<file path="config.mk">
export PLATFORM = sky130hd
export DESIGN_NAME = bscu_back
export DESIGN_NICKNAME = d
export VERILOG_FILES = /design/src/bscu_pkg.sv /design/src/bscu_mul.sv /design/src/bscu_div.sv /design/src/bscu_back.sv
export VERILOG_INCLUDE_DIRS = /design/src /design/src/src
export SDC_FILE = /design/constraint.sdc
export NUM_CORES = 2
export LEC_CHECK = 0
export ABC_CLOCK_PERIOD_IN_PS = 13700
export BUFFER_PORTS_ARGS = -buffer_cell sky130_fd_sc_hd__buf_2
export CAP_MARGIN = 20
export CELL_PAD_IN_SITES_DETAIL_PLACEMENT = 1
export CELL_PAD_IN_SITES_GLOBAL_PLACEMENT = 2
export CORE_MARGIN = 2
export CORE_UTILIZATION = 40
export CTS_CLUSTER_DIAMETER = 50
export DETAILED_ROUTE_END_ITERATION = 8
export PLACE_DENSITY = 0.77
export SLEW_MARGIN = 0
export SYNTH_ARGS = -nofsm -noshare
export SYNTH_HDL_FRONTEND = slang
export SYNTH_SLANG_ARGS = --single-unit
</file>
<file path="constraint.sdc">
create_clock -name clk_i -period 13.7 [get_ports clk_i]
set_input_delay 0.685 -clock clk_i [delete_from_list [all_inputs] [get_ports clk_i]]
set_output_delay 0.685 -clock clk_i [all_outputs]
set_load 0.03 [all_outputs]
</file>
<file path="src/barometric_sensor_compensation_unit_assert.svh">
// Assertion macros used by the barometric compensation sequencer.
`ifndef BAROMETRIC_SENSOR_COMPENSATION_UNIT_ASSERT_SVH
`define BAROMETRIC_SENSOR_COMPENSATION_UNIT_ASSERT_SVH
`ifndef SYNTHESIS
`define BSCU_ASSERT(lbl, clk, rst_n, ante, cons) \
  lbl: assert property (@(posedge clk) disable iff (!rst_n) (ante) |-> (cons)) \
    else $error("assertion failed");
`define BSCU_ASSERT_NEXT(lbl, clk, rst_n, ante, cons) \
  lbl: assert property (@(posedge clk) disable iff (!rst_n) (ante) |=> (cons)) \
    else $error("assertion failed");
`else
`define BSCU_ASSERT(lbl, clk, rst_n, ante, cons)
`define BSCU_ASSERT_NEXT(lbl, clk, rst_n, ante, cons)
`endif
`endif

</file>
<file path="src/bscu_pkg.sv">
// Shared types, constants and helper functions of the barometric compensation unit.
package bscu_pkg;
  localparam int unsigned NumCalib = 6;
  localparam int unsigned CfgIdxW = 3;
  localparam int unsigned RawW = 20;
  localparam int unsigned QueueDepth = 2;
  localparam int unsigned QueuePtrW = 1;
  localparam int unsigned StepW = 4;
  localparam int unsigned DivCntW = 7;
  localparam logic [StepW-1:0] LastTempStep = 4'd9;
  localparam logic [StepW-1:0] FirstPostStep = 4'd10;
  localparam logic [StepW-1:0] LastStep = 4'd12;

  typedef logic [NumCalib-1:0][31:0] calib_t;

  typedef struct packed {
    logic [RawW-1:0] raw_pressure;
    logic [RawW-1:0] raw_temperature;
  } raw_item_t;

  function automatic logic [63:0] sx16(input logic [15:0] x);
    sx16 = {{48{x[15]}}, x};
  endfunction

  function automatic logic [63:0] sx32(input logic [31:0] x);
    sx32 = {{32{x[31]}}, x};
  endfunction
endpackage

</file>
<file path="src/bscu_mul.sv">
// Wrapping 64 by 64 multiplier built on one 32 by 32 multiplier, summing the partial products in turn.
module bscu_mul (
  input  logic        clk_i,
  input  logic        rst_ni,
  input  logic        start_i,
  input  logic [63:0] a_i,
  input  logic [63:0] b_i,
  output logic        done_o,
  output logic [63:0] res_o
);
  logic [63:0] a_q, b_q, acc_q, acc_d, prod;
  logic [1:0]  ph_q, ph_d;
  logic        busy_q, busy_d, done_q, done_d;
  logic [31:0] ma, mb;

  assign ma = (ph_q == 2'd2) ? a_q[63:32] : a_q[31:0];
  assign mb = (ph_q == 2'd1) ? b_q[63:32] : b_q[31:0];
  assign prod = 64'(ma) * 64'(mb);

  always_comb begin
    acc_d  = acc_q;
    ph_d   = ph_q;
    busy_d = busy_q;
    done_d = 1'b0;
    if (busy_q) begin
      case (ph_q)
        2'd0: acc_d = prod;
        default: acc_d = {acc_q[63:32] + prod[31:0], acc_q[31:0]};
      endcase
      ph_d = ph_q + 2'd1;
      if (ph_q == 2'd2) begin
        busy_d = 1'b0;
        done_d = 1'b1;
        ph_d   = 2'd0;
      end
    end else if (start_i) begin
      busy_d = 1'b1;
      ph_d   = 2'd0;
    end
  end

  always_ff @(posedge clk_i or negedge rst_ni) begin
    if (!rst_ni) begin
      ph_q   <= '0;
      busy_q <= 1'b0;
      done_q <= 1'b0;
    end else begin
      ph_q   <= ph_d;
      busy_q <= busy_d;
      done_q <= done_d;
    end
  end

  always_ff @(posedge clk_i) begin
    acc_q <= acc_d;
    if (start_i && !busy_q) begin
      a_q <= a_i;
      b_q <= b_i;
    end
  end

  assign done_o = done_q;
  assign res_o  = acc_q;
endmodule

</file>
<file path="src/bscu_div.sv">
// Truncating signed 64-bit divider, one quotient bit per cycle.
module bscu_div (
  input  logic        clk_i,
  input  logic        rst_ni,
  input  logic        start_i,
  input  logic [63:0] num_i,
  input  logic [63:0] den_i,
  output logic        done_o,
  output logic [63:0] quo_o
);
  logic [63:0] rem_q, rem_d, quo_q, quo_d, dvs_q, dvs_d, shifted;
  logic [64:0] trial;
  logic        neg_q, neg_d, busy_q, busy_d, done_q, done_d;
  logic [bscu_pkg::DivCntW-1:0] cnt_q, cnt_d;

  assign shifted = {rem_q[62:0], quo_q[63]};
  assign trial   = {1'b0, shifted} - {1'b0, dvs_q};

  always_comb begin
    rem_d  = rem_q;
    quo_d  = quo_q;
    dvs_d  = dvs_q;
    neg_d  = neg_q;
    cnt_d  = cnt_q;
    busy_d = busy_q;
    done_d = 1'b0;
    if (busy_q) begin
      if (!trial[64]) begin
        rem_d = trial[63:0];
        quo_d = {quo_q[62:0], 1'b1};
      end else begin
        rem_d = shifted;
        quo_d = {quo_q[62:0], 1'b0};
      end
      cnt_d = cnt_q - 1'b1;
      if (cnt_q == 7'd1) begin
        busy_d = 1'b0;
        done_d = 1'b1;
      end
    end else if (start_i) begin
      rem_d  = '0;
      quo_d  = num_i[63] ? 64'd0 - num_i : num_i;
      dvs_d  = den_i[63] ? 64'd0 - den_i : den_i;
      neg_d  = num_i[63] ^ den_i[63];
      cnt_d  = 7'd64;
      busy_d = 1'b1;
    end
  end

  always_ff @(posedge clk_i or negedge rst_ni) begin
    if (!rst_ni) begin
      cnt_q  <= '0;
      busy_q <= 1'b0;
      done_q <= 1'b0;
    end else begin
      cnt_q  <= cnt_d;
      busy_q <= busy_d;
      done_q <= done_d;
    end
  end

  always_ff @(posedge clk_i) begin
    rem_q <= rem_d;
    quo_q <= quo_d;
    dvs_q <= dvs_d;
    neg_q <= neg_d;
  end

  assign done_o = done_q;
  assign quo_o  = neg_q ? 64'd0 - quo_q : quo_q;
endmodule

</file>
<file path="src/bscu_back.sv">
// Compensation sequencer: runs the temperature and pressure formulas and holds the result.
`include "barometric_sensor_compensation_unit_assert.svh"
module bscu_back (
  input  logic                clk_i,
  input  logic                rst_ni,
  input  bscu_pkg::calib_t    calib_i,
  input  logic                q_valid_i,
  output logic                q_pop_o,
  input  bscu_pkg::raw_item_t q_item_i,
  output logic                out_valid_o,
  input  logic                out_ready_i,
  output logic [31:0]         out_temp_o,
  output logic [31:0]         out_pres_o,
  output logic                out_inv_o
);
  localparam logic [2:0] S_IDLE  = 3'd0;
  localparam logic [2:0] S_MUL   = 3'd1;
  localparam logic [2:0] S_MWAIT = 3'd2;
  localparam logic [2:0] S_DIV   = 3'd3;
  localparam logic [2:0] S_DWAIT = 3'd4;
  localparam logic [2:0] S_OUT   = 3'd5;

  logic [2:0] state_q, state_d;
  logic [bscu_pkg::StepW-1:0] step_q, step_d;
  logic [19:0] rp_q, rp_d, rt_q, rt_d;
  logic [31:0] ta_q, ta_d, ea_q, ea_d, tf_q, tf_d, temp_q, temp_d;
  logic [63:0] sq_q, sq_d, v2_q, v2_d, w_q, w_d, dv_q, dv_d, n_q, n_d;
  logic [63:0] qt_q, qt_d, x_q, x_d;
  logic        inv_q, inv_d;
  logic        ov_q, ov_d;
  logic [31:0] otemp_q, otemp_d, opres_q, opres_d;
  logic        oinv_q, oinv_d;

  logic [31:0] t1, x1, dd, m5;
  logic [63:0] v1, p0, ps, op_a, op_b, mres, dres, pfin;
  logic        mul_start, mul_done, div_start, div_done, out_free;

  assign t1 = {16'd0, calib_i[0][15:0]};
  assign x1 = {15'd0, rt_q[19:3]} - {t1[30:0], 1'b0};
  assign dd = {16'd0, rt_q[19:4]} - t1;
  assign v1 = bscu_pkg::sx32(tf_q) - 64'd128000;
  assign p0 = 64'd1048576 - {44'd0, rp_q};
  assign ps = 64'($signed(qt_q) >>> 13);
  assign m5 = {tf_q[29:0], 2'b00} + tf_q + 32'd128;
  assign pfin = 64'($signed(x_q) >>> 8) +
                {{44{calib_i[4][31]}}, calib_i[4][31:16], 4'd0};
  assign out_free = !ov_q || out_ready_i;

  always_comb begin
    case (step_q)
      4'd0: begin op_a = bscu_pkg::sx32(x1); op_b = bscu_pkg::sx16(calib_i[0][31:16]); end
      4'd1: begin op_a = bscu_pkg::sx32(dd); op_b = bscu_pkg::sx32(dd); end
      4'd2: begin op_a = bscu_pkg::sx32(ea_q); op_b = bscu_pkg::sx16(calib_i[1][15:0]); end
      4'd3: begin op_a = v1; op_b = v1; end
      4'd4: begin op_a = sq_q; op_b = bscu_pkg::sx16(calib_i[4][15:0]); end
      4'd5: begin op_a = v1; op_b = bscu_pkg::sx16(calib_i[3][31:16]); end
      4'd6: begin op_a = sq_q; op_b = bscu_pkg::sx16(calib_i[2][31:16]); end
      4'd7: begin op_a = v1; op_b = bscu_pkg::sx16(calib_i[2][15:0]); end
      4'd8: begin op_a = (64'd1 << 47) + w_q; op_b = {48'd0, calib_i[1][31:16]}; end
      4'd9: begin op_a = {p0[32:0], 31'd0} - v2_q; op_b = 64'd3125; end
      4'd10: begin op_a = bscu_pkg::sx16(calib_i[5][31:16]); op_b = ps; end
      4'd11: begin op_a = x_q; op_b = ps; end
      4'd12: begin op_a = bscu_pkg::sx16(calib_i[5][15:0]); op_b = qt_q; end
      default: begin op_a = '0; op_b = '0; end
    endcase
  end

  always_comb begin
    state_d = state_q;
    step_d  = step_q;
    rp_d = rp_q; rt_d = rt_q;
    ta_d = ta_q; ea_d = ea_q; tf_d = tf_q; temp_d = temp_q;
    sq_d = sq_q; v2_d = v2_q; w_d = w_q; dv_d = dv_q; n_d = n_q;
    qt_d = qt_q; x_d = x_q; inv_d = inv_q;
    ov_d = ov_q; otemp_d = otemp_q; opres_d = opres_q; oinv_d = oinv_q;
    q_pop_o   = 1'b0;
    mul_start = 1'b0;
    div_start = 1'b0;
    if (ov_q && out_ready_i) begin
      ov_d = 1'b0;
    end
    case (state_q)
      S_IDLE: begin
        if (q_valid_i) begin
          q_pop_o = 1'b1;
          rp_d    = q_item_i.raw_pressure;
          rt_d    = q_item_i.raw_temperature;
          step_d  = '0;
          inv_d   = 1'b0;
          state_d = S_MUL;
        end
      end
      S_MUL: begin
        mul_start = 1'b1;
        state_d   = S_MWAIT;
      end
      S_MWAIT: begin
        if (mul_done) begin
          step_d  = step_q + 1'b1;
          state_d = S_MUL;
          case (step_q)
            4'd0: ta_d = 32'($signed(mres[31:0]) >>> 11);
            4'd1: ea_d = 32'($signed(mres[31:0]) >>> 12);
            4'd2: tf_d = ta_q + 32'($signed(mres[31:0]) >>> 14);
            4'd3: begin
              sq_d   = mres;
              temp_d = 32'($signed(m5) >>> 8);
            end
            4'd4: v2_d = mres;
            4'd5: v2_d = v2_q + {mres[46:0], 17'd0} +
                         {{13{calib_i[3][15]}}, calib_i[3][15:0], 35'd0};
            4'd6: w_d = 64'($signed(mres) >>> 8);
            4'd7: w_d = w_q + {mres[51:0], 12'd0};
            4'd8: dv_d = 64'($signed(mres) >>> 33);
            4'd9: begin
              n_d = mres;
              if (dv_q == 64'd0) begin
                inv_d   = 1'b1;
                state_d = S_OUT;
              end else begin
                state_d = S_DIV;
              end
            end
            4'd10: x_d = mres;
            4'd11: x_d = 64'($signed(mres) >>> 25);
            4'd12: begin
              x_d     = qt_q + x_q + 64'($signed(mres) >>> 19);
              state_d = S_OUT;
            end
            default: state_d = S_IDLE;
          endcase
        end
      end
      S_DIV: begin
        div_start = 1'b1;
        state_d   = S_DWAIT;
      end
      S_DWAIT: begin
        if (div_done) begin
          qt_d    = dres;
          step_d  = bscu_pkg::FirstPostStep;
          state_d = S_MUL;
        end
      end
      S_OUT: begin
        if (out_free) begin
          ov_d    = 1'b1;
          otemp_d = temp_q;
          opres_d = inv_q ? 32'd0 : pfin[31:0];
          oinv_d  = inv_q;
          state_d = S_IDLE;
        end
      end
      default: state_d = S_IDLE;
    endcase
  end

  always_ff @(posedge clk_i or negedge rst_ni) begin
    if (!rst_ni) begin
      state_q <= S_IDLE;
      step_q  <= '0;
      ov_q    <= 1'b0;
    end else begin
      state_q <= state_d;
      step_q  <= step_d;
      ov_q    <= ov_d;
    end
  end

  always_ff @(posedge clk_i) begin
    rp_q <= rp_d; rt_q <= rt_d;
    ta_q <= ta_d; ea_q <= ea_d; tf_q <= tf_d; temp_q <= temp_d;
    sq_q <= sq_d; v2_q <= v2_d; w_q <= w_d; dv_q <= dv_d; n_q <= n_d;
    qt_q <= qt_d; x_q <= x_d; inv_q <= inv_d;
    otemp_q <= otemp_d; opres_q <= opres_d; oinv_q <= oinv_d;
  end

  bscu_mul u_mul (
    .clk_i   (clk_i),
    .rst_ni  (rst_ni),
    .start_i (mul_start),
    .a_i     (op_a),
    .b_i     (op_b),
    .done_o  (mul_done),
    .res_o   (mres)
  );

  bscu_div u_div (
    .clk_i   (clk_i),
    .rst_ni  (rst_ni),
    .start_i (div_start),
    .num_i   (n_q),
    .den_i   (dv_q),
    .done_o  (div_done),
    .quo_o   (dres)
  );

  assign out_valid_o = ov_q;
  assign out_temp_o  = otemp_q;
  assign out_pres_o  = opres_q;
  assign out_inv_o   = oinv_q;

  `BSCU_ASSERT(a_mul_done_wait, clk_i, rst_ni, mul_done, state_q == S_MWAIT)
  `BSCU_ASSERT(a_div_done_wait, clk_i, rst_ni, div_done, state_q == S_DWAIT)
  `BSCU_ASSERT_NEXT(a_out_load, clk_i, rst_ni, state_q == S_OUT && out_free, ov_q)
  `BSCU_ASSERT(a_inv_zero, clk_i, rst_ni, ov_q && oinv_q, opres_q == 32'd0)
endmodule

</file>
==> summary.txt <==
Yosys
  – Post-synth top area cell: edfxtp_1
  – Synth Area in XOR/XNOR: 5.57%
  – Synth top cells by count: nand2_1, inv_1, fa_1, edfxtp_1, nor2_1
  – Netlist cell types: 93
  – Simple-Gate Fraction of Synth Area: 13.0%
  – Top-count cell post-synth: nand2_1
  – Most common flop cell mapped by yosys: edfxtp_1
  – Syn Area/Cell: 9.81 um^2
  – Multiplexer area fraction after synthesis: 1.54%
  – Area share of fa/ha/maj cells after synthesis: 29.4%
  – Top cell type's share of synthesized area: 29.8%
  – Post-synthesis compound-gate area fraction: 14.1%
  – Yosys reg bits: 970
  – Async SR Flop Fraction: 2.16%
  – Syn Inst Count: 9,759
  – Ranking of synthesized cells by area: edfxtp_1, fa_1, ha_1, nand2_1, inv_1
  – Number of synthesized flops with an enable pin: 949
  – Combinational family with the most area after synthesis: adder cells
  – Yosys warnings: 0
  – Post-Syn Nets: 11,600
  – Register area share after synthesis: 30.3%
  – Cell Area, Synth: 95,700 um^2

Worst setup path
  – Req. time, crit path: 14,240 ps
  – CP dominant cell by count: fa_1
  – Reg-to-reg critical path startpoint: u_mul.ph_q[1]$_DFFE_PN0P_
  – Critical Path AT: 11,900 ps
  – Slowest-stage cell, CP: mux2i_4
  – CP Buf/Inv Count: 3
  – Crit. End Element: flip-flop
  – CP delay by family, top: adder cells
  – Path depth of the worst reg2reg path: 35
  – Worst Setup Path Type: reg2reg
  – CP max stage delay: 970 ps
  – Crit start category: flip-flop
  – Capturing point of the worst reg2reg path: u_mul.res_o[62]$_DFFE_PP_
  – FF-to-FF setup slack: 2350 ps
  – CP max FO: 29

Hold path
  – Number of cells on the worst hold path: 1
  – Worst hold endpoint: rt_q[13]$_DFFE_PP_
  – Worst Hold Class: in2reg
  – Worst Hold Launch: q_item_i[13]

Clocking
  – Worst skew pair latency: 840 ps
  – Postcts setup bufs: 0
  – Root Driver: clkbuf_16
  – CTS tree: yes
  – Reg clk slew, reported paths: 50 ps
  – CTS Sinks: 970
  – H-Tree Depth: 4
  – Maximum buffer depth of the clock tree: 3
  – Post-cts resize count: 0
  – Inserted Clock Buffers: 142

Timing
  – Setup Skew: 60.5 ps
  – Final Critical Period: 11,350 ps
  – Slew margin rel.: 21.8%
  – Max Freq: 88.1 MHz
  – Final Cycle Share: 82.9%
  – Final Slew Violations: 0
  – Setup repair after global routing missed its margin: no
  – Final Worst Setup Slack: 2350 ps
  – Endpoints failing setup: 0
  – Fin. Hold Viols: 0
  – Worst-Margin Slew: 1150 ps
  – Setup TNS: 0 ps

Global routing
  – Initial antenna violation count: 52
  – Total grt overflow: 0
  – Total track usage: 33.4%
  – First-pass GRT wire length: 588 mm
  – Largest net degree at the start of global routing: 95
  – Vias in the first global route: 83,300

Placed design
  – Routability cong.: 1.01
  – Placed cell areas: 101,000 um^2
  – Setup slack at placement: 2420 ps
  – Post-DP HPWL: 323 mm
  – PortBufs: 299

Finish
  – Proportion of layout cells with a drive suffix above 1: 9.12%
  – Final instance area: 106,000 um^2
  – Nets: 11,900
  – Filler cell count: 26,700
  – Synth-to-Final Area Change: 11.2%

Detailed routing
  – DR WL/cell: 30.7 um
  – Antenna Nets Post-Route: 0
  – DRC errors left: 5
  – Drt pass-1 iters: 9
  – Drt total wl: 408 mm
  – First DRT Iteration DRCs: 7,303
  – Vias per Instance: 5.95
  – Vias: 79,000

Floorplan
  – Die H: 493 um
  – Starting Density: 40.2%
  – Die ar.: 243,000 um^2
  – Row count: 179
  – I/O pin cnt: 303
  – Core area: 238,000 um^2
  – Die span in x: 493 um

Outcome
  – Status: finished with violations
  – Failing checks: design-rule violations

Job
  – Max cap viols: 0
[how the worst max path moves through the flow]
stage                                          from                         to  slack [ps]  cells past startpoint
after CTS                 u_mul.ph_q[0]$_DFFE_PN0P_  u_mul.res_o[61]$_DFFE_PP_        2400                     31
after detailed placement  u_mul.ph_q[0]$_DFFE_PN0P_  u_mul.res_o[61]$_DFFE_PP_        2420                     31
after floorplan           u_mul.ph_q[0]$_DFFE_PN0P_  u_mul.res_o[62]$_DFFE_PP_        3670                     39
after global routing      u_mul.ph_q[0]$_DFFE_PN0P_  u_mul.res_o[61]$_DFFE_PP_        1850                     31
final                     u_mul.ph_q[1]$_DFFE_PN0P_  u_mul.res_o[62]$_DFFE_PP_        2350                     35
after global placement    u_mul.ph_q[1]$_DFFE_PN0P_  u_mul.res_o[62]$_DFFE_PP_        2530                     34
[through the flow]
step | utilization [%] | hold WS, ps | cells
5_1_grt | 44.7 | 22.6 | 13300
6_report | 44.8 | 36.9 | 13300
2_1_floorplan | - | 389 | 9759
3_3_place_gp | 42.6 | 404 | 13000
3_5_place_dp | 42.6 | 406 | 13000
4_1_cts | 44.7 | 0.261 | 13300
[sequential cells by signal, summed over array words and instances, names as in the netlist, 4 cells and up]
register,count
rt_q,17
u_mul.b_q,64
u_mul.a_q,64
temp_q,24
u_div.quo_q,64
step_q,4
w_q,64
tf_q,22
x_q,64
ea_q,20
rp_q,20
sq_q,64
u_mul.res_o,64
n_q,64
u_div.cnt_q,7
ta_q,21
u_div.dvs_q,32
dv_q,31
out_pres_o,32
out_temp_o,24
u_div.rem_q,63
qt_q,64
v2_q,64
[cell type report]
type	count	area, um^2	area share (%)
timing repair buffer	525	3320	3.12
sequential	970	29000	27.3
clock buffer	156	3640	3.42
clock inverter	102	1110	1.05
antenna	10	25.0	0.0235
inverter	1098	4120	3.87
multi-input combinational	7247	61300	57.5
tap	3167	3960	3.72
[layer usage]
metal  global-route usage [%]  wire length, um  vias up
li1                         -                -    34100
met1                     42.3           163000    40800
met2                     52.6           183000     3057
met3                     5.78            29000      976
met4                     22.0            32300       18
met5                        0              125        -
[logic make-up after synthesis]
kind of cell,after synthesis
AND/OR/NAND/NOR,2798
AO/OA/AOI/OAI,2049
flip-flops,970
XOR/XNOR,609
buffers and inverters,1542
multiplexers,139
other,1
adder cells (fa/ha/maj),1651
[timing repair]
action	CTS	global route
endpoints found under the setup margin	0	0
hold buffers	15	0
endpoints found under the hold margin	35	0
[cell usage in the layout (no fill, tap or decap), types with 37 or more instances in the layout]
| master | count |
|---|---|
| nor3_1 | 98 |
| a222oi_1 | 86 |
| nor4_1 | 37 |
| clkbuf_16 | 143 |
| buf_2 | 299 |
| mux2_2 | 63 |
| edfxtp_1 | 949 |
| nand3_1 | 156 |
| a22oi_1 | 75 |
| a221o_1 | 38 |
| nor2_1 | 728 |
| o31ai_1 | 79 |
| a211oi_1 | 53 |
| a31oi_1 | 41 |
| a21oi_1 | 476 |
| nand4_1 | 72 |
| o21bai_1 | 70 |
| nor2b_1 | 64 |
| nand2b_1 | 76 |
| xnor2_1 | 368 |
| xor2_1 | 241 |
| or3_1 | 53 |
| a21o_1 | 244 |
| inv_1 | 1095 |
| o21a_1 | 46 |
| o21ai_0 | 514 |
| fa_1 | 995 |
| o211ai_1 | 64 |
| buf_4 | 202 |
| ha_1 | 656 |
| and2_1 | 67 |
| mux2i_1 | 47 |
| nand2_1 | 1233 |
| a221oi_1 | 46 |
| and3_1 | 69 |
Power is not shown: default switching activity piles up to over one toggle a cycle in this logic, so the estimate is an artifact.
