===== src/barometric_sensor_compensation_unit_assert.svh =====
// Assertion macros used by the barometric compensation sequencer.
`ifndef BAROMETRIC_SENSOR_COMPENSATION_UNIT_ASSERT_SVH
`define BAROMETRIC_SENSOR_COMPENSATION_UNIT_ASSERT_SVH
`ifndef SYNTHESIS
`define BSCU_ASSERT(lbl, clk, rst_n, ante, cons) \
  lbl: assert property (@(posedge clk) disable iff (!rst_n) (ante) |-> (cons)) \
    else $error("assertion failed");
`define BSCU_ASSERT_NEXT(lbl, clk, rst_n, ante, cons) \
  lbl: assert property (@(posedge clk) disable iff (!rst_n) (ante) |=> (cons)) \
    else $error("assertion failed");
`else
`define BSCU_ASSERT(lbl, clk, rst_n, ante, cons)
`define BSCU_ASSERT_NEXT(lbl, clk, rst_n, ante, cons)
`endif
`endif


===== src/bscu_pkg.sv =====
// Shared types, constants and helper functions of the barometric compensation unit.
package bscu_pkg;
  localparam int unsigned NumCalib = 6;
  localparam int unsigned CfgIdxW = 3;
  localparam int unsigned RawW = 20;
  localparam int unsigned QueueDepth = 2;
  localparam int unsigned QueuePtrW = 1;
  localparam int unsigned StepW = 4;
  localparam int unsigned DivCntW = 7;
  localparam logic [StepW-1:0] LastTempStep = 4'd9;
  localparam logic [StepW-1:0] FirstPostStep = 4'd10;
  localparam logic [StepW-1:0] LastStep = 4'd12;

  typedef logic [NumCalib-1:0][31:0] calib_t;

  typedef struct packed {
    logic [RawW-1:0] raw_pressure;
    logic [RawW-1:0] raw_temperature;
  } raw_item_t;

  function automatic logic [63:0] sx16(input logic [15:0] x);
    sx16 = {{48{x[15]}}, x};
  endfunction

  function automatic logic [63:0] sx32(input logic [31:0] x);
    sx32 = {{32{x[31]}}, x};
  endfunction
endpackage


===== src/bscu_front.sv =====
// Input side: accepts raw reading requests into a two-entry queue.
module bscu_front (
  input  logic                clk_i,
  input  logic                rst_ni,
  input  logic                in_valid_i,
  output logic                in_ready_o,
  input  bscu_pkg::raw_item_t in_item_i,
  output logic                q_valid_o,
  input  logic                q_pop_i,
  output bscu_pkg::raw_item_t q_item_o
);
  bscu_pkg::raw_item_t mem_q [bscu_pkg::QueueDepth];
  logic [bscu_pkg::QueuePtrW-1:0] wr_q, wr_d, rd_q, rd_d;
  logic [bscu_pkg::QueuePtrW:0] cnt_q, cnt_d;
  logic push, pop;

  assign in_ready_o = (cnt_q != 2'(bscu_pkg::QueueDepth));
  assign q_valid_o  = (cnt_q != '0);
  assign q_item_o   = mem_q[rd_q];
  assign push = in_valid_i && in_ready_o;
  assign pop  = q_pop_i && q_valid_o;

  always_comb begin
    wr_d  = push ? wr_q + 1'b1 : wr_q;
    rd_d  = pop ? rd_q + 1'b1 : rd_q;
    cnt_d = cnt_q + {1'b0, push} - {1'b0, pop};
  end

  always_ff @(posedge clk_i or negedge rst_ni) begin
    if (!rst_ni) begin
      wr_q  <= '0;
      rd_q  <= '0;
      cnt_q <= '0;
    end else begin
      wr_q  <= wr_d;
      rd_q  <= rd_d;
      cnt_q <= cnt_d;
    end
  end

  always_ff @(posedge clk_i) begin
    if (push) begin
      mem_q[wr_q] <= in_item_i;
    end
  end
endmodule


===== config.mk =====
export PLATFORM = sky130hd
export DESIGN_NAME = bscu_front
export DESIGN_NICKNAME = d
export VERILOG_FILES = /design/src/barometric_sensor_compensation_unit_assert.svh /design/src/bscu_pkg.sv /design/src/bscu_front.sv
export SDC_FILE = /design/constraint.sdc
export NUM_CORES = 1
export LEC_CHECK = 0
export ABC_CLOCK_PERIOD_IN_PS = 6700
export BUFFER_PORTS_ARGS = -buffer_cell sky130_fd_sc_hd__buf_2
export CORE_MARGIN = 2
export CORE_UTILIZATION = 40
export DETAILED_ROUTE_END_ITERATION = 10
export GPL_TIMING_DRIVEN = 1
export HOLD_SLACK_MARGIN = 0.12
export SYNTH_ARGS = -nofsm -noshare
export SYNTH_HDL_FRONTEND = slang
export SYNTH_SLANG_ARGS = --single-unit

===== constraint.sdc =====
create_clock -name clk_i -period 6.7 [get_ports clk_i]
set_input_delay 0.335 -clock clk_i [delete_from_list [all_inputs] [get_ports clk_i]]
set_output_delay 0.335 -clock clk_i [all_outputs]
set_load 0.01 [all_outputs]

==> metrics, run 1 <==
outcome finished, final reports clean; clk_lat worst skew 0.35 ns; Adder-Cell Fraction of Synth Area 0.00403; syn avg cell area 21.1 µm²; Ys Warns 0; Mapped Area 3110 µm²; CTS hold repair buffers 1; Worst EP required 6.36 ns; Synth Register Bits 84; fmax 442 MHz; Vias 1610; initial core utilization 0.408; fill count 650; area share of xor/xnor cells in the synthesized design 0.00846; Crit. End Element output port; CP Launch Type register; fin. max-slew vios 0; endpoints failing setup 0; DR vias/cell 4.65; layout cell share with drive strength beyond 1 0.578; period utilisation layout 0.337; final hold vios 0; TritonCTS Buffers 9; Mapped Cells 147; syn_nets 192; final WL 5.22 mm; clock sink count 84; TNS Setup 0 ns; RePlAce Congestion 0.683; Routed Antenna Nets 0; Core ar. 7610 µm²; largest net degree at the start of global routing 42; HPWL after DPL 3.26 mm; initial antenna violation count 0; reg-to-reg slack, setup 4.79 ns; Max clock buf depth 2; CP arrival 1.93 ns; ANT cells 0; Yosys cell types 19; DR iter-0 viols 64; Clock Tree Root clkbuf_8; first-pass GRT wire length 7.74 mm; crit-path max FO 41; Rows 32; Post-Synth Simple-Gate Area 0.0157; Max-slew headroom 0.356; Crit Path Category register to output port; FF/Latch Area 2500 µm²; most common cell after layout, fill and taps aside buf_2; CP max stage cell dfrtp_2; Max VDD drop 0.206 mV; Ports 86; TritonCTS clock tree yes; DRC viols 0; Crit path largest cell delay 0.98 ns; cts repair resizes 0; post-layout instance area 3860 µm²; full die area 8490 µm²; grt total ovfl 0; post-synthesis mux area share 0.145; Final nets 285; Pre-antenna DRT Iters 3; WL per Instance 15.1 µm; H-tree depth 3; IO buf count 85; Slew @ Worst Pin 0.965 ns; post-CTS setup buffers 0; area grow syn2layout 24.4%; Area after DPL 3640 µm²; vias in the first global route 1603; multi-input logic area 578 µm²; share of the yosys chip area belonging to registers 0.805; max-cap check violation count 0; chip height 92.1 µm; Final min period 2.26 ns; compound-gate portion of the synthesized area 0.0101; Total Routing Usage GR 0.125; largest family of logic cells by synthesized area multiplexers; P_leak 1.44 nW; commonest cells after routing, fill and taps aside buf_2 (85), edfxtp_1 (80), mux2_2 (37), clkbuf_8 (9); RSZ-0062 raised after global routing no; die span in x 92.1 µm; power density cells 419 nW/µm²; Worst Path Buf+Inv 1; clk slew on worst S/H paths 0.09 ns; cell family with most CP delay flip-flops; final worst clock skew 0.0135 ns; critical path, cell by cell mux2_2 -> buf_2; Hold Crit Class input port to register
[cells in the mapped netlist (all sizes together)]
cell type,number,area [µm²]
a211oi,1,7.51
a21bo,1,10.0
a32oi,1,8.76
and3,1,6.26
buf,5,35.0
dfrtp,4,100
edfxtp,80,2400
ha,1,12.5
mux2,40,450
nand2,2,7.51
nand2b,1,6.26
nand3,1,5.00
nor2,3,11.3
nor2b,1,6.26
o21ai,1,5.00
or2,1,6.26
xnor2,3,26.3
[cell families after synthesis]
logic type	count (synthesis)
flops	84
buf+inv	5
compound gates	4
fa+ha+maj	1
mux	40
simple gates	10
xor+xnor	3
[through the flow]
step	utilization	hold WS, ns	setup WS, ns	power, mW	cells
after floorplan	-	0.0394	3.87	1.09	147
after global placement	0.479	0.148	4.78	1.25	330
after detailed placement	0.479	0.147	4.76	1.26	330
after CTS	0.508	0.157	4.38	1.64	346
after global routing	0.508	0.153	4.31	1.70	346
final	0.508	0.171	4.44	1.62	346
[flip-flops by register name, indices dropped and copies added (netlist names)]
name   count
mem_q     80
cnt_q      2
wr_q       1
rd_q       1
[layer usage]
layer / share of wire / vias up / global-route usage
met5: 0 / - / 0
met4: 0.023 / 0 / 0.0858
met3: 0.048 / 8 / 0.0296
met2: 0.49 / 49 / 0.202
met1: 0.43 / 789 / 0.149
li1: - / 764 / -
[power by group]
| group | internal (mW) | switching (mW) | total [mW] |
|---|---|---|---|
| logic | 0.221 | 0.214 | 0.435 |
| clock network | 0.209 | 0.175 | 0.383 |
| registers | 0.719 | 0.0828 | 0.802 |
[worst reg2reg max path: stages (launching register included)]
cell      delay (ns)
dfrtp_1         0.44
nand2b_1        0.17
nand2_1         0.12
nor2_4          0.37
buf_4           0.45
[final cells by class]
cell class	instances	area share
clock inverters	6	0.0230
well taps	102	0.0330
multi-input cells	58	0.150
clock buffers	9	0.0320
flip-flops and latches	84	0.648
repair buffers	87	0.115
[path summary, 6_finish.rpt]
path | start | to | cells after the start
worst max register to register | cnt_q[0] | mem_q[0][15] | 4
worst min-delay path | in_item_i[36] | mem_q[1][36] | 1
worst max-delay path | rd_q | q_item_o[27] | 2
max in group asynchronous | rst_ni | rd_q | 2
min in group asynchronous | rst_ni | cnt_q[0] | 2
worst min register to register | wr_q | wr_q | 1
Power figures use the tool's default switching activity.
==> run 2: changes to the inputs <==
--- a/config.mk
+++ b/config.mk
@@ -5,13 +5,15 @@
 export SDC_FILE = /design/constraint.sdc
 export NUM_CORES = 1
 export LEC_CHECK = 0
-export ABC_CLOCK_PERIOD_IN_PS = 6700
+export ABC_AREA = 1
+export ABC_CLOCK_PERIOD_IN_PS = 1850
 export BUFFER_PORTS_ARGS = -buffer_cell sky130_fd_sc_hd__buf_2
 export CORE_MARGIN = 2
 export CORE_UTILIZATION = 40
 export DETAILED_ROUTE_END_ITERATION = 10
 export GPL_TIMING_DRIVEN = 1
 export HOLD_SLACK_MARGIN = 0.12
+export PLACE_DENSITY = 0.66
 export SYNTH_ARGS = -nofsm -noshare
 export SYNTH_HDL_FRONTEND = slang
 export SYNTH_SLANG_ARGS = --single-unit
==> constraint.sdc (replaced) <==
create_clock -name clk_i -period 1.85 [get_ports clk_i]
set_input_delay 0.0925 -clock clk_i [delete_from_list [all_inputs] [get_ports clk_i]]
set_output_delay 0.0925 -clock clk_i [all_outputs]
set_load 0.01 [all_outputs]
==> run 2 against run 1 <==
Cell count rose by 40%; wire length rose by 16%; critical endpoint is now q_item_o[34]; combinational power rose to 4.9 times the previous value; die area rose by 1.0%; power rose to 3.8 times the previous value.
==> metrics, run 2 <==
Final min period 1.61 ns; Adder-Cell Fraction of Synth Area 0.00399 (-0.0000417); top_reg_cell synth edfxtp_1; clk slew on worst S/H paths 0.08 ns (about the same); area grow syn2layout 38.3%; cts repair resizes 0 (unchanged); largest net degree at the start of global routing 41 (-2.4%); Worst EP required 1.76 ns (-4.60 ns); Crit. End Element output port; post-synthesis mux area share 0 (-0.145); Core ar. 7650 µm² (+0.53%); Max VDD drop 0.678 mV (+230%); largest register by flop count mem_q; Post-Synth Simple-Gate Area 0.166 (+0.150); Ports 86 (unchanged); final worst clock skew 0.00919 ns (-0.00432 ns); first-pass GRT wire length 9.45 mm (+22%); Hold Crit Class input port to register; Crit path largest cell delay 0.39 ns (-0.59 ns); cell family with most CP delay buffers and inverters; non-filler cells, final 485 (+40%); Clock Tree Root clkbuf_8; fmax 622 MHz; die span in x 92.6 µm (+0.50%); power density cells 1410 nW/µm² (+240%); commonest cells after routing, fill and taps aside nand2_1 (127), buf_2 (85), edfxtp_1 (80), dlygate4sd3_1 (44), clkbuf_8 (9); GRT Max-Usage Layer met2; syn_nets 286 (+49%); share of the yosys chip area belonging to registers 0.797 (-0.00835); Crit Path Category register to output port; Synth Register Bits 84 (unchanged); CP Launch Type register; Rows 32 (unchanged); P_leak 1.89 nW (+31%); Mapped Area 3140 µm² (+1.0%); worst hold margin 0.472 ns (+0.301 ns); chip height 92.6 µm (+0.50%); Total Routing Usage GR 0.147 (+0.0215); met3 global-route usage 0.0309 (+0.00134); fill count 642 (-1.2%); total power 6.11 mW (+280%); RSZ-0062 raised after global routing no; grt total ovfl 0 (unchanged); Mapped Cells 241 (+64%); TritonCTS Buffers 9 (unchanged); H-tree depth 3 (unchanged); layout cell share with drive strength beyond 1 0.292 (-0.285); post-CTS setup buffers 0 (unchanged); period utilisation layout 0.870; DR iter-0 viols 97 (+52%); outcome finished, final reports clean; Vias 2115 (+31%); M2 GR Usage 0.255 (+0.0533); largest cells by area after synthesis edfxtp_1 (77%), nand2_1 (15%), dfrtp_1 (3.2%); endpoints failing setup 0 (unchanged); post-synth top area share 0.765 (-0.00801); Pre-antenna DRT Iters 4 (+1); CP max stage cell dfrtp_1; most common cell after layout, fill and taps aside nand2_1; crit-path max FO 23 (-44%); Max-slew headroom 0.714 (+0.358); Post-synth top cells nand2_1 (127), edfxtp_1 (80), inv_1 (6); Routed Antenna Nets 0 (unchanged); IO buf count 85 (unchanged); dpl cells 425 (+29%); vias in the first global route 2025 (+26%); DRC viols 0 (unchanged); WL per Instance 12.5 µm (-17%); Final nets 423 (+48%); ANT cells 0 (unchanged); fin. max-slew vios 0 (unchanged); full die area 8570 µm² (+1.0%); Worst Path Buf+Inv 3 (+2); Max clock buf depth 2 (unchanged); top flop regs mem_q: 80 flops, cnt_q: 2 flops; clk_lat worst skew 0.33 ns (-0.02 ns); Worst path most repeated cell nand2_1; initial core utilization 0.411 (+0.00212); area share of xor/xnor cells in the synthesized design 0.00279 (-0.00567); compound-gate portion of the synthesized area 0.00319 (-0.00688); critical path, cell by cell inv_2 -> buf_12 -> nand2_1 -> nand2_1 -> buf_2; HPWL after DPL 3.69 mm (+13%); RePlAce Congestion 0.636 (-6.8%); Post-synth EDFFs 80 (unchanged); Yosys top cell by area edfxtp_1; asr flop ratio synth 0.0476 (unchanged); max-cap check violation count 0 (unchanged); largest family of logic cells by synthesized area simple AND/OR/NAND/NOR gates; initial antenna violation count 0 (unchanged); Slew @ Worst Pin 0.429 ns (-0.536 ns); TritonCTS clock tree yes; clock sink count 84 (unchanged); CP arrival 1.52 ns (-0.41 ns); syn avg cell area 13.0 µm² (-38%); Ys Warns 0 (unchanged); max FFs per register 80 (unchanged); cell with the most instances after synthesis nand2_1; grt met1 use 0.175 (+0.0260); TNS Setup 0 ns (unchanged); Yosys cell types 15 (-4); final WL 6.04 mm (+16%); DR vias/cell 4.36 (-6.3%); final hold vios 0 (unchanged)
-- run 2: cell count changes after synthesis, sizes merged, moves of 2 or more --
cell / previous run / this run
nor2: 3 / 5
inv: 0 / 8
nand2: 2 / 129
buf: 5 / 9
xnor2: 3 / 0
mux2: 40 / 0
-- run 2: final cells by class --
type,instances,area (µm²),area share
Tap cell,102,128,0.0294
Multi-Input combinational cell,140,564,0.130
Clock inverter,6,65.1,0.0150
Sequential cell,84,2500,0.577
Clock buffer,10,128,0.0294
Inverter,8,30.0,0.00692
Timing Repair Buffer,135,923,0.213
-- run 2: cells by family (layout without fill, tap and decap cells) --
group,after synthesis,in the layout
XOR/XNOR,1,1
AND/OR/NAND/NOR,136,136
flip-flops,84,84
adder cells (fa/ha/maj),1,1
AO/OA/AOI/OAI,2,2
buffers and inverters,17,159
-- run 2: metal layers --
metal,wire length (µm),share of wire
met4,81,0.013
met2,3100,0.51
met3,207,0.034
met5,0,0
met1,2650,0.44
-- run 2: worst paths after layout --
kind / from / end / slack [ns] / cells after the start
max in group asynchronous: rst_ni / cnt_q[1] / 1.00 / 3
max: rd_q / q_item_o[34] / 0.24 / 5
min reg2reg: wr_q / wr_q / 0.60 / 2
min: in_item_i[5] / mem_q[0][5] / 0.47 / 2
min in group asynchronous: rst_ni / wr_q / 0.66 / 3
max reg2reg: cnt_q[1] / cnt_q[1] / 0.39 / 11
-- run 2: power breakdown --
| part | total [mW] | internal, mW | switching (mW) |
|---|---|---|---|
| clock | 1.24 | 0.624 | 0.613 |
| sequential | 2.72 | 2.59 | 0.127 |
| combinational | 2.15 | 0.778 | 1.38 |
| total | 6.11 | 4.00 | 2.12 |
-- run 2: timing repair --
action	in CTS	in global routing
setup endpoints to repair	0	0
hold endpoints to repair	87	0
hold buffers	44	0
-- run 2: metrics by stage --
stage	setup slack [ns]	util	cell area, µm²
after floorplan	0.178	-	3150
after global placement	0.477	0.485	3710
after detailed placement	0.405	0.485	3710
after CTS	0.213	0.568	4340
after global routing	0.149	0.568	4340
final	0.241	0.568	4340
==> run 3: changes to the inputs <==
--- a/config.mk
+++ b/config.mk
@@ -6,14 +6,13 @@
 export NUM_CORES = 1
 export LEC_CHECK = 0
 export ABC_AREA = 1
-export ABC_CLOCK_PERIOD_IN_PS = 1850
+export ABC_CLOCK_PERIOD_IN_PS = 1770
 export BUFFER_PORTS_ARGS = -buffer_cell sky130_fd_sc_hd__buf_2
 export CORE_MARGIN = 2
 export CORE_UTILIZATION = 40
 export DETAILED_ROUTE_END_ITERATION = 10
 export GPL_TIMING_DRIVEN = 1
 export HOLD_SLACK_MARGIN = 0.12
-export PLACE_DENSITY = 0.66
 export SYNTH_ARGS = -nofsm -noshare
 export SYNTH_HDL_FRONTEND = slang
 export SYNTH_SLANG_ARGS = --single-unit
==> constraint.sdc (replaced) <==
create_clock -name clk_i -period 1.77 [get_ports clk_i]
set_input_delay 0.0885 -clock clk_i [delete_from_list [all_inputs] [get_ports clk_i]]
set_output_delay 0.0885 -clock clk_i [all_outputs]
set_load 0.01 [all_outputs]
==> run 3 against run 2 <==
Global-route usage is 0.12 points higher; flip-flop and latch count is the same; clock power about the same; clock-buffer cell count is the same; critical path type unchanged; design area rose by 0.23%; largest power group unchanged; sequential share of layout area down 0.13 points.
==> metrics, run 3 (synthesis gave the netlist of run 2 again) <==
outcome finished, final reports clean; CP arrival 1.50 ns (-0.02 ns); RePlAce Congestion 0.683 (+7.3%); TNS Setup 0 ns (unchanged); CP Launch Type register; power density cells 1470 nW/µm² (+4.5%); Final min period 1.59 ns; largest register by flop count mem_q; RSZ-0062 raised after global routing no; DR iter-0 viols 85 (-12%); Crit path largest cell delay 0.39 ns (about the same); cts repair resizes 0 (unchanged); final WL 6.00 mm (-0.70%); Worst Hold Path Cells 2 (unchanged); Crit Reg-Reg Startpoint cnt_q[0]; clk slew on worst S/H paths 0.08 ns (about the same); TritonCTS clock tree yes; initial core utilization 0.411 (unchanged); vias in the first global route 2128 (+5.1%); max FFs per register 80 (unchanged); fin. max-slew vios 0 (unchanged); Worst path most repeated cell nand2_1; dpl cells 426 (+0.24%); max-cap check violation count 0 (unchanged); min-delay src in_item_i[6]; H-tree depth 3 (unchanged); first-pass GRT wire length 9.56 mm (+1.1%); clk_lat worst skew 0.33 ns (about the same); WL per Instance 12.3 µm (-0.90%); Worst EP required 1.68 ns (-0.08 ns); ANT cells 0 (unchanged); final hold vios 0 (unchanged); Pre-antenna DRT Iters 6 (+2); endpoints failing setup 0 (unchanged); reg-to-reg slack, setup 0.31 ns (-0.08 ns); IO buf count 85 (unchanged); Hold Crit Class input port to register; Max clock buf depth 2 (unchanged); clock sink count 84 (unchanged); chip height 92.6 µm (unchanged); period utilisation layout 0.898; Vias 2107 (-0.38%); fill count 640 (-0.31%); FF/Latch Area 2500 µm² (unchanged); Max-slew headroom 0.693 (-0.0214); top flop regs mem_q: 80 flops, cnt_q: 2 flops; Crit Path Category register to output port; Total Routing Usage GR 0.148 (+0.00117); fmax 629 MHz; most common cell after layout, fill and taps aside nand2_1; non-filler cells, final 486 (+0.21%); DRC viols 0 (unchanged); area grow syn2layout 38.6%; grt total ovfl 0 (unchanged); full die area 8570 µm² (unchanged); die span in x 92.6 µm (unchanged); cell family with most CP delay buffers and inverters; Rows 32 (unchanged); TritonCTS Buffers 9 (unchanged); multi-input logic area 564 µm² (unchanged); Slew @ Worst Pin 0.461 ns (+0.0321 ns); Ports 86 (unchanged); Core ar. 7650 µm² (unchanged); worst hold endpoint mem_q[1][6]; DR vias/cell 4.34 (-0.58%); Routed Antenna Nets 0 (unchanged); largest net degree at the start of global routing 41 (unchanged); HPWL after DPL 3.65 mm (-1.1%); total power 6.40 mW (+4.7%); P_leak 1.89 nW (+0.16%); Worst Reg-to-Reg Cells 12 (+1); Max VDD drop 0.798 mV (+18%); Worst Path Buf+Inv 3 (unchanged); Final nets 424 (+0.24%); final worst clock skew 0.00645 ns (-0.00274 ns); CP max stage cell dfrtp_1; commonest cells after routing, fill and taps aside nand2_1 (127), buf_2 (85), edfxtp_1 (80), dlygate4sd3_1 (44), clkbuf_8 (9); layout cell share with drive strength beyond 1 0.289 (-0.00337); critical path, cell by cell inv_2 -> buf_4 -> nand2_1 -> nand2_1 -> buf_2; initial antenna violation count 0 (unchanged); Clock Tree Root clkbuf_8; reg2reg end cnt_q[1]; Crit. End Element output port; crit-path max FO 17 (-26%)
run 3: cell count changes in the layout (fill, tap and decap cells not counted):
| cell | previous run | this run |
|---|---|---|
| clkinv_4 | 2 | 0 |
| clkinv_1 | 0 | 2 |
| buf_12 | 1 | 2 |
run 3: stage by stage:
step	worst slack [ns]	utilization	cell area, µm²	hold slack (ns)
global placement	0.390	0.487	3730	-0.0935
floorplan	0.0983	-	3150	-0.207
finish	0.181	0.569	4350	0.473
global route	0.0571	0.569	4350	0.451
CTS	0.135	0.569	4350	0.447
detailed placement	0.313	0.487	3730	-0.0935
run 3: how the worst max path moves through the flow:
stage          depth (start not counted)      endpoint      from
3_5_place_dp                          12      cnt_q[1]  cnt_q[0]
4_1_cts                                5   q_item_o[4]      rd_q
5_1_grt                                5  q_item_o[30]      rd_q
6_report                               5   q_item_o[1]      rd_q
3_3_place_gp                           4  mem_q[1][32]  cnt_q[1]
2_1_floorplan                          3   mem_q[1][0]  cnt_q[1]
run 3: metal layers:
layer  wire [µm]  track usage  vias up  part of all wire
met3         295       0.0431        6             0.049
met2        3060        0.259       60              0.51
met1        2600        0.169      964              0.43
li1            -            -     1077                 -
met4          51       0.0634        0            0.0085
met5           0            0        -                 0
run 3: what timing repair did:
item | in CTS | in global routing
setup buffers | 0 | 0
hold buffers | 44 | 0
endpoints found under the hold margin | 87 | 0
run 3: final cells by class:
type / count / area share
well taps: 102 / 0.0293
multi-input cells: 140 / 0.130
inverters: 8 / 0.00690
flip-flops and latches: 84 / 0.575
repair buffers: 136 / 0.217
clock inverters: 6 / 0.0127
clock buffers: 10 / 0.0293
run 3: power by group:
group          internal [mW]  total [mW]  switching [mW]
sequential              2.71        2.84           0.131
combinational          0.846        2.30            1.45
clock                  0.638        1.26           0.624
total                   4.20        6.40            2.20
